**config.mk**
```make
export PLATFORM = sky130hd
export DESIGN_NAME = key_value_accumulate_table_core
export DESIGN_NICKNAME = d
export VERILOG_FILES = /design/src/hdl/kvat_pkg.sv /design/src/hdl/key_value_accumulate_table_core.sv /design/src/hdl/kvat_match.sv /design/src/hdl/kvat_store.sv
export SDC_FILE = /design/constraint.sdc
export NUM_CORES = 2
export LEC_CHECK = 0
export ABC_AREA = 1
export BUFFER_PORTS_ARGS = -buffer_cell sky130_fd_sc_hd__buf_2
export CELL_PAD_IN_SITES_DETAIL_PLACEMENT = 1
export CELL_PAD_IN_SITES_GLOBAL_PLACEMENT = 2
export CORE_AREA = 2 2 352 354
export DETAILED_ROUTE_END_ITERATION = 10
export DIE_AREA = 0 0 354 356
export PLACE_DENSITY = 0.88
export SYNTH_ARGS = -nofsm -noshare
export SYNTH_HDL_FRONTEND = slang
export SYNTH_SLANG_ARGS = --single-unit
```
**constraint.sdc**
```tcl
create_clock -name aclk -period 5.6 [get_ports aclk]
set_input_delay 1.12 -clock aclk [delete_from_list [all_inputs] [get_ports aclk]]
set_output_delay 1.12 -clock aclk [all_outputs]
set_load 0.01 [all_outputs]
```
**src/hdl/kvat_pkg.sv**
```systemverilog
package kvat_pkg;

    localparam int KIND_W  = 3;
    localparam int KEY_W   = 32;
    localparam int VALUE_W = 32;

    // Operation codes carried in the kind field
    localparam logic [KIND_W-1:0] KIND_ADD    = 3'd0;
    localparam logic [KIND_W-1:0] KIND_SET    = 3'd1;
    localparam logic [KIND_W-1:0] KIND_REMOVE = 3'd2;
    localparam logic [KIND_W-1:0] KIND_READ   = 3'd3;
    localparam logic [KIND_W-1:0] KIND_TEST   = 3'd4;
    localparam logic [KIND_W-1:0] KIND_CLEAR  = 3'd5;

    typedef struct packed {
        logic [KIND_W-1:0]         kind;
        logic signed [KEY_W-1:0]   key;
        logic signed [VALUE_W-1:0] value;
    } kvat_req_t;

    typedef struct packed {
        logic signed [VALUE_W-1:0] result_value;
        logic                      found;
        logic                      table_full;
    } kvat_rsp_t;

endpackage

```
**src/hdl/key_value_accumulate_table_core.sv**
```systemverilog
// Associative table of ENTRIES signed 32-bit values addressed by signed 32-bit
// keys. Each input word carries one operation in s_axis_tuser (add, set,
// remove, read, test, clear all; other codes are ignored) and each gives
// exactly one result word in order. All slots are compared in parallel and
// the table is updated in the same cycle the operation is executed, so the
// core takes one word per clock cycle sustained while m_axis_tready stays high;
// each word passes through the input register, then the result register.
// New keys go to the lowest free slot; when none is free the word is dropped
// and flagged with table_full. Adds wrap modulo 2^32. The valid bits clear at
// reset, so words are accepted right after reset is released.
// Input tready follows m_axis_tready combinationally through the result stage.
module key_value_accumulate_table_core import kvat_pkg::*; #(
    parameter int ENTRIES = 16
) (
    input  logic        aclk,
    input  logic        aresetn,

    input  logic        s_axis_tvalid,
    output logic        s_axis_tready,
    input  logic [63:0] s_axis_tdata,   // [31:0] key, [63:32] value
    input  logic [2:0]  s_axis_tuser,   // [2:0] kind

    output logic        m_axis_tvalid,
    input  logic        m_axis_tready,
    output logic [31:0] m_axis_tdata,   // [31:0] result_value
    output logic [1:0]  m_axis_tuser    // [0] found, [1] table_full
);

    logic      in_valid_reg;
    kvat_req_t in_req_reg;
    logic      out_valid_reg;
    kvat_rsp_t out_rsp_reg;
    kvat_rsp_t rsp;
    logic      advance;

    // Execute the held word whenever the result register is free or draining.
    assign advance       = in_valid_reg && (!out_valid_reg || m_axis_tready);
    assign s_axis_tready = !in_valid_reg || advance;

    always_ff @(posedge aclk) begin
        if (!aresetn) begin
            in_valid_reg <= 1'b0;
        end else if (s_axis_tready) begin
            in_valid_reg <= s_axis_tvalid;
        end
    end

    always_ff @(posedge aclk) begin
        if (s_axis_tvalid && s_axis_tready) begin
            in_req_reg.kind  <= s_axis_tuser;
            in_req_reg.key   <= s_axis_tdata[31:0];
            in_req_reg.value <= s_axis_tdata[63:32];
        end
    end

    kvat_store #(
        .ENTRIES (ENTRIES)
    ) u_store (
        .aclk    (aclk),
        .aresetn (aresetn),
        .en      (advance),
        .req     (in_req_reg),
        .rsp     (rsp)
    );

    always_ff @(posedge aclk) begin
        if (!aresetn) begin
            out_valid_reg <= 1'b0;
        end else if (advance) begin
            out_valid_reg <= 1'b1;
        end else if (m_axis_tready) begin
            out_valid_reg <= 1'b0;
        end
    end

    always_ff @(posedge aclk) begin
        if (advance) begin
            out_rsp_reg <= rsp;
        end
    end

    assign m_axis_tvalid   = out_valid_reg;
    assign m_axis_tdata    = out_rsp_reg.result_value;
    assign m_axis_tuser[0] = out_rsp_reg.found;
    assign m_axis_tuser[1] = out_rsp_reg.table_full;

endmodule

```
**src/hdl/kvat_match.sv**
```systemverilog
// Parallel key compare over all slots plus lowest-free-slot pick.
// Keys are kept unique by the store, so hit_vec has at most one bit set.
module kvat_match import kvat_pkg::*; #(
    parameter int ENTRIES = 16
) (
    input  logic [ENTRIES-1:0]                valid,
    input  logic signed [KEY_W-1:0]           slot_key [ENTRIES],
    input  logic signed [KEY_W-1:0]           key,
    output logic [ENTRIES-1:0]                hit_vec,
    output logic [ENTRIES-1:0]                free_vec
);

    always_comb begin
        for (int i = 0; i < ENTRIES; i++) begin
            hit_vec[i] = valid[i] && (slot_key[i] == key);
        end
    end

    // lowest clear bit of valid: ~v & (v + 1)
    assign free_vec = ~valid & (valid + {{(ENTRIES-1){1'b0}}, 1'b1});

endmodule

```
**src/hdl/kvat_store.sv**
```systemverilog
// Slot registers and the combinational update logic for one operation.
module kvat_store import kvat_pkg::*; #(
    parameter int ENTRIES = 16
) (
    input  logic      aclk,
    input  logic      aresetn,
    input  logic      en,
    input  kvat_req_t req,
    output kvat_rsp_t rsp
);

    logic [ENTRIES-1:0]          valid_reg;
    logic [ENTRIES-1:0]          valid_next;
    logic signed [KEY_W-1:0]     key_reg   [ENTRIES];
    logic signed [VALUE_W-1:0]   value_reg [ENTRIES];

    logic [ENTRIES-1:0]          hit_vec;
    logic [ENTRIES-1:0]          free_vec;
    logic                        hit_any;
    logic                        free_any;
    logic signed [VALUE_W-1:0]   hit_value;
    logic signed [VALUE_W-1:0]   wr_value;
    logic [ENTRIES-1:0]          value_we;
    logic [ENTRIES-1:0]          key_we;

    kvat_match #(
        .ENTRIES (ENTRIES)
    ) u_match (
        .valid    (valid_reg),
        .slot_key (key_reg),
        .key      (req.key),
        .hit_vec  (hit_vec),
        .free_vec (free_vec)
    );

    assign hit_any  = |hit_vec;
    assign free_any = |free_vec;

    // one-hot AND-OR read of the matching slot
    always_comb begin
        hit_value = '0;
        for (int i = 0; i < ENTRIES; i++) begin
            hit_value = hit_value | (hit_vec[i] ? value_reg[i] : '0);
        end
    end

    always_comb begin
        valid_next = valid_reg;
        value_we   = '0;
        key_we     = '0;
        wr_value   = req.value;
        rsp        = '0;
        unique case (req.kind) inside
            KIND_ADD, KIND_SET: begin
                if (hit_any) begin
                    if (req.kind == KIND_ADD) begin
                        wr_value = hit_value + req.value;
                    end
                    value_we         = hit_vec;
                    rsp.found        = 1'b1;
                    rsp.result_value = wr_value;
                end else if (free_any) begin
                    valid_next       = valid_reg | free_vec;
                    value_we         = free_vec;
                    key_we           = free_vec;
                    rsp.result_value = req.value;
                end else begin
                    rsp.table_full = 1'b1;
                end
            end
            KIND_REMOVE: begin
                valid_next = valid_reg & ~hit_vec;
                rsp.found  = hit_any;
            end
            KIND_READ: begin
                rsp.found        = hit_any;
                rsp.result_value = hit_value;
            end
            KIND_TEST: begin
                rsp.found = hit_any;
            end
            KIND_CLEAR: begin
                valid_next = '0;
            end
            default: begin
            end
        endcase
    end

    always_ff @(posedge aclk) begin
        if (!aresetn) begin
            valid_reg <= '0;
        end else if (en) begin
            valid_reg <= valid_next;
        end
    end

    always_ff @(posedge aclk) begin
        for (int i = 0; i < ENTRIES; i++) begin
            if (en && key_we[i]) begin
                key_reg[i] <= req.key;
            end
            if (en && value_we[i]) begin
                value_reg[i] <= wr_value;
            end
        end
    end

endmodule

```
# --- Word level (Yosys, flattened, before mapping) ---
# Memory sizes are Yosys's and may differ from the RTL's.
# Index checks and enable logic that the tools add are counted.
word_totals:
  elab_cells: 202
  ramBits: 512
  out_inout_bits: 36
  reg_bits: 631
  mem_count: 1
memory_table:
  columns: ["memory", "words", "word_bits", "rd", "rd_clocked_by_memory_dff", "wr", "line", "text"]
  rows:
  - ["u_store.value_reg", 16, 32, 16, 0, 16, "kvat_store.sv:15", "logic signed [VALUE_W-1:0] value_reg [ENTRIES];"]
classes:
  n_addsub: 2
  n_reduce_logical: 63
  n_eq_ne: 23
  bitwise_logic: 21
  muxes: 67
op_table:
  columns: ["op", "count"]
  rows:
  - ["32-bit two-way mux", 21]
  - ["32-bit == test", 16]
  - ["32-bit bitwise OR", 15]
  - ["16-bit two-way mux", 7]
  - ["32-bit case mux with 2 select lines", 1]
  - ["1-bit logical AND", 50]
  - ["16-bit case mux with 3 select lines", 1]
  - ["1-bit two-way mux", 36]
  - ["32-bit adder", 1]
  - ["16-bit AND", 2]
  - ["16-bit inverter", 2]
  - ["16-bit OR reduction", 2]
  - ["17-bit OR reduction", 1]
  - ["16-bit by 1-bit adder with 16-bit output (second input constant)", 1]
  - ["16-bit bitwise OR", 1]
  - ["3-bit by 2-bit == test with 1-bit output (second input constant)", 2]
  - ["3-bit == test (second input constant)", 2]
  - ["4-bit AND reduction", 1]
  - ["3-bit by 1-bit == test with 1-bit output (second input constant)", 1]
  - ["3-bit logical NOT", 1]
  - ["3-bit nonzero test", 1]
  - ["3-bit OR reduction", 1]
  - ["1-bit logical NOT", 2]
  - ["1-bit logical OR", 2]
  - ["6 further kinds", 6]

# --- Depth between registers and ports, before layout ---
logic_depth:
  word_depth: 22
  mapped_depth: 35
  ltp_nobuf: 32

# --- Hierarchy ---
# From an unflattened synthesis, not the netlist that was laid out.
unflattened:
  hier_cells: 4749
  hier_area_um2: 50729.9
modules_own_cells:
  columns: ["mod", "instances", "cells_per_inst", "area_each_um2"]
  rows:
  - ["kvat_store", 1, 2638, 38856.0]
  - ["kvat_match", 1, 1997, 8745.9]
  - ["key_value_accumulate_table_core", 1, 114, 3128.0]

# --- Worst setup path after synthesis ---
# Ideal clock, no wire load.
synth_timing:
  path_kind: "input to register"
  start: "input port m_axis_tready"
  end: "memory u_store.value_reg[1][0], enable pin"
  path_slack_ns: 0.380
  arrival_time_ns: 4.755
  required_time_ns: 5.134
  setup_ns: 0.466
  stages: 7
  cell_sequence: "inv_1 nand2_1 nand2_1 inv_1 nand2_1 buf_2 o21ai_0"
synth_rtl:
  columns: ["element", "line", "text"]
  rows:
  - ["start, declared", "key_value_accumulate_table_core.sv:24", "input logic m_axis_tready,"]
  - ["end, declared", "kvat_store.sv:15", null]

==> qor.csv <==
stage;metric;value;unit
timing;max_slew.worst_pin.slew;1330;ps
global_routing;grt_max_degree;50;
drt;drt_wl_total;171;mm
power_and_ir_drop;total_leakage_power;23.4;nW
critical_path;cp_slowest_stage_delay;540;ps
global_routing;grt_usage;26.9;%
floorplanning;core-area;123000;um2
clock_network;root_buffer;clkbuf_16;
timing;fin_crit;5410;ps
yosys;syn-num-nets;4876;
drt;dr.pass1.iters;6;
timing;post-route-period-util;96.6;%
final_layout;fin_nets;5204;
floorplanning;std_cell_rows;129;
global_routing;grt_pass1_vias;38100;
timing;report.final.hold_viol_count;0;
critical_path;worstPathMaxFanout;16;
critical_path;cp_top_family;simple AND/OR/NAND/NOR gates;
clock_network;cts_buffers;119;
power_and_ir_drop;ir_worst_vdd;268;uV
yosys;ys_ff_latch;1143;
placement;place.gp.congestion;0.947;
clock_network;insertion_delay;760;ps
timing;setup_tns;0;ps
final_layout;fin_area;59300;um2
yosys;ys_seq_area_share;66.9;%
power_and_ir_drop;total_power;18.5;mW
power_and_ir_drop;power.density;311;nW/um2
yosys;synth.cell_area;51000;um2
critical_path;critPathLaunchType;flop;
floorplanning;start_util;41.6;%
placement;dp_hpwl;112;mm
timing;fmax;0.185;GHz
global_routing;antenna_found_initial;3;
floorplanning;die-area;126000;um2
clock_network;numClockSinks;1143;
run_status;status;finished, final reports clean;
floorplanning;io_pins;107;
drt;remaining_drc_errors;0;
yosys;yosysUniqueCellTypes;55;
critical_path;arrival;5900;ps
final_layout;diodes;0;
timing;hold_slack;506;ps
clock_network;cts_tree;yes;
drt;via_count;36700;
critical_path;end_kind;flop;
clock_network;cts_max_level;3;
timing;fin_skew;41.2;ps
placement;io_buffers;106;
clock_network;clock_path_buffers;3;
yosys;synth-edff-count;1125;
yosys;syn_area_per_cell;10.7;um2
timing;finalSetupViolations;0;
final_layout;drive_above_1_share;13.0;%
final_layout;final_core_util;48.4;%
critical_path;path_buf_inv;7;
drt;antenna_left;0;
placement;dpl-instance-area;55100;um2
drt;drtIter0Drc;3797;
hold_path;hp-class;flop to flop;
yosys;synth.yosys.warnings;0;
critical_path;crit_required;6090;ps
critical_path;cp_common_cell;nand2_1;
drt;route.detailed.wl_per_inst;25.0;um
global_routing;grt_pass1_wl;250;mm
critical_path;crit_type;flop to flop;
global_routing;grt_overflow;0;
yosys;async_flop_share;0;%
critical_path;crit_slowest_cell;edfxtp_1;
drt;viasPerCell;5.36;
flow_run;maxCapViolCount;0;
yosys;synth_ff_type;edfxtp_1;
floorplanning;die_h;356;um
timing;slew-limit-headroom;11.3;%
clock_network;ctsHoldBuffers;0;
timing;drv_slew;0;
final_layout;syn2layout_area_growth;16.3;%
floorplanning;die_w;354;um
yosys;synthCells;4773;
clock_network;clkSlewWorstSetupHoldPaths;60;ps
==> cell usage after synthesis (4+ instances only) <==
cell type | count | area [um2]
a21boi_0 | 5 | 37.5
a21oi_1 | 69 | 345
a22o_1 | 31 | 272
a31o_2 | 6 | 52.6
buf_2 | 36 | 180
buf_4 | 48 | 360
buf_6 | 28 | 315
clkbuf_1 | 39 | 146
dfxtp_1 | 18 | 360
edfxtp_1 | 1125 | 33800
ha_1 | 31 | 388
inv_1 | 443 | 1660
inv_2 | 27 | 101
nand2_1 | 1826 | 6850
nand2_2 | 6 | 37.5
nand3_1 | 112 | 561
nand3_2 | 4 | 40.0
nand4_1 | 118 | 738
nor2_1 | 358 | 1340
nor2_4 | 5 | 56.3
nor3_1 | 17 | 85.1
nor4_1 | 11 | 68.8
o2111ai_1 | 5 | 43.8
o211ai_1 | 22 | 165
o21ai_0 | 67 | 335
o21ai_1 | 5 | 25.0
o21bai_1 | 5 | 37.5
o22ai_1 | 8 | 50.1
or2_2 | 13 | 81.3
xnor2_1 | 203 | 1780
xor2_1 | 41 | 359
==> through the flow <==
stage	setup slack, ps	cells
floorplan	380	4773
global placement	48.3	6595
detailed placement	-10.7	6595
CTS	35.0	6820
global route	-13.7	6842
finish	191	6842
==> final timing paths <==
check / cells after the start / startpoint / slack (ps) / endpoint
worst max-delay path: 28 / in_req_reg[49] / 190 / u_store.value_reg[12][31]
worst min register to register: 2 / m_axis_tvalid / 510 / m_axis_tvalid
worst min-delay path: 2 / m_axis_tvalid / 510 / m_axis_tvalid
worst max register to register: 28 / in_req_reg[49] / 190 / u_store.value_reg[12][31]
==> cell type report <==
cell class / instances / area (um2)
Clock buffer: 155 / 3200
Timing Repair Buffer: 361 / 2970
Clock inverter: 70 / 719
Inverter: 472 / 1790
Multi-Input combinational cell: 3004 / 14500
Sequential cell: 1143 / 34100
Tap cell: 1637 / 2050
Fill cell: 13300 / 63300
==> logic make-up after synthesis <==
group                    share of synthesized area (%)
AND/OR/NAND/NOR                                   19.6
XOR/XNOR                                          4.19
flip-flops                                        66.9
AO/OA/AOI/OAI                                     2.96
buffers and inverters                             5.47
adder cells (fa/ha/maj)                          0.800
==> worst reg2reg max path: cells and delay by family (launching register included) <==
family | cells | cell delay (ps)
AO/OA/AOI/OAI | 6 | 1170
adder cells (fa/ha/maj) | 1 | 280
buffers and inverters | 7 | 1440
flip-flops | 1 | 540
AND/OR/NAND/NOR | 14 | 1700
==> routing by layer <==
layer	vias to the layer above	wire length (um)	GRT usage, %
met5	-	0	0
met4	0	3880	7.32
met1	18700	72500	37.1
li1	16400	-	-
met3	234	12700	3.69
met2	1375	81700	44.6
==> power by group <==
part	switching, mW	internal, mW	total, mW
sequential	0.0558	9.46	9.51
combinational	0.579	0.254	0.832
clock	3.50	4.63	8.13
total	4.13	14.3	18.5
==> cells in the final DEF, fill, tap and decap left out, types with 53 or more instances in the layout <==
cell / instances
clkbuf_16: 120
a21oi_1: 65
buf_4: 208
buf_2: 106
o21ai_0: 53
xnor2_1: 203
edfxtp_1: 1125
nand4_1: 118
nand2_1: 1821
nand3_1: 112
inv_1: 430
nor2_1: 330
==> repair_timing <==
item,CTS,global route
buffers inserted,0,22
endpoints found under the setup margin,33,353
pin swaps,0,3
resized for setup,2,56
Power figures use the tool's default switching activity.
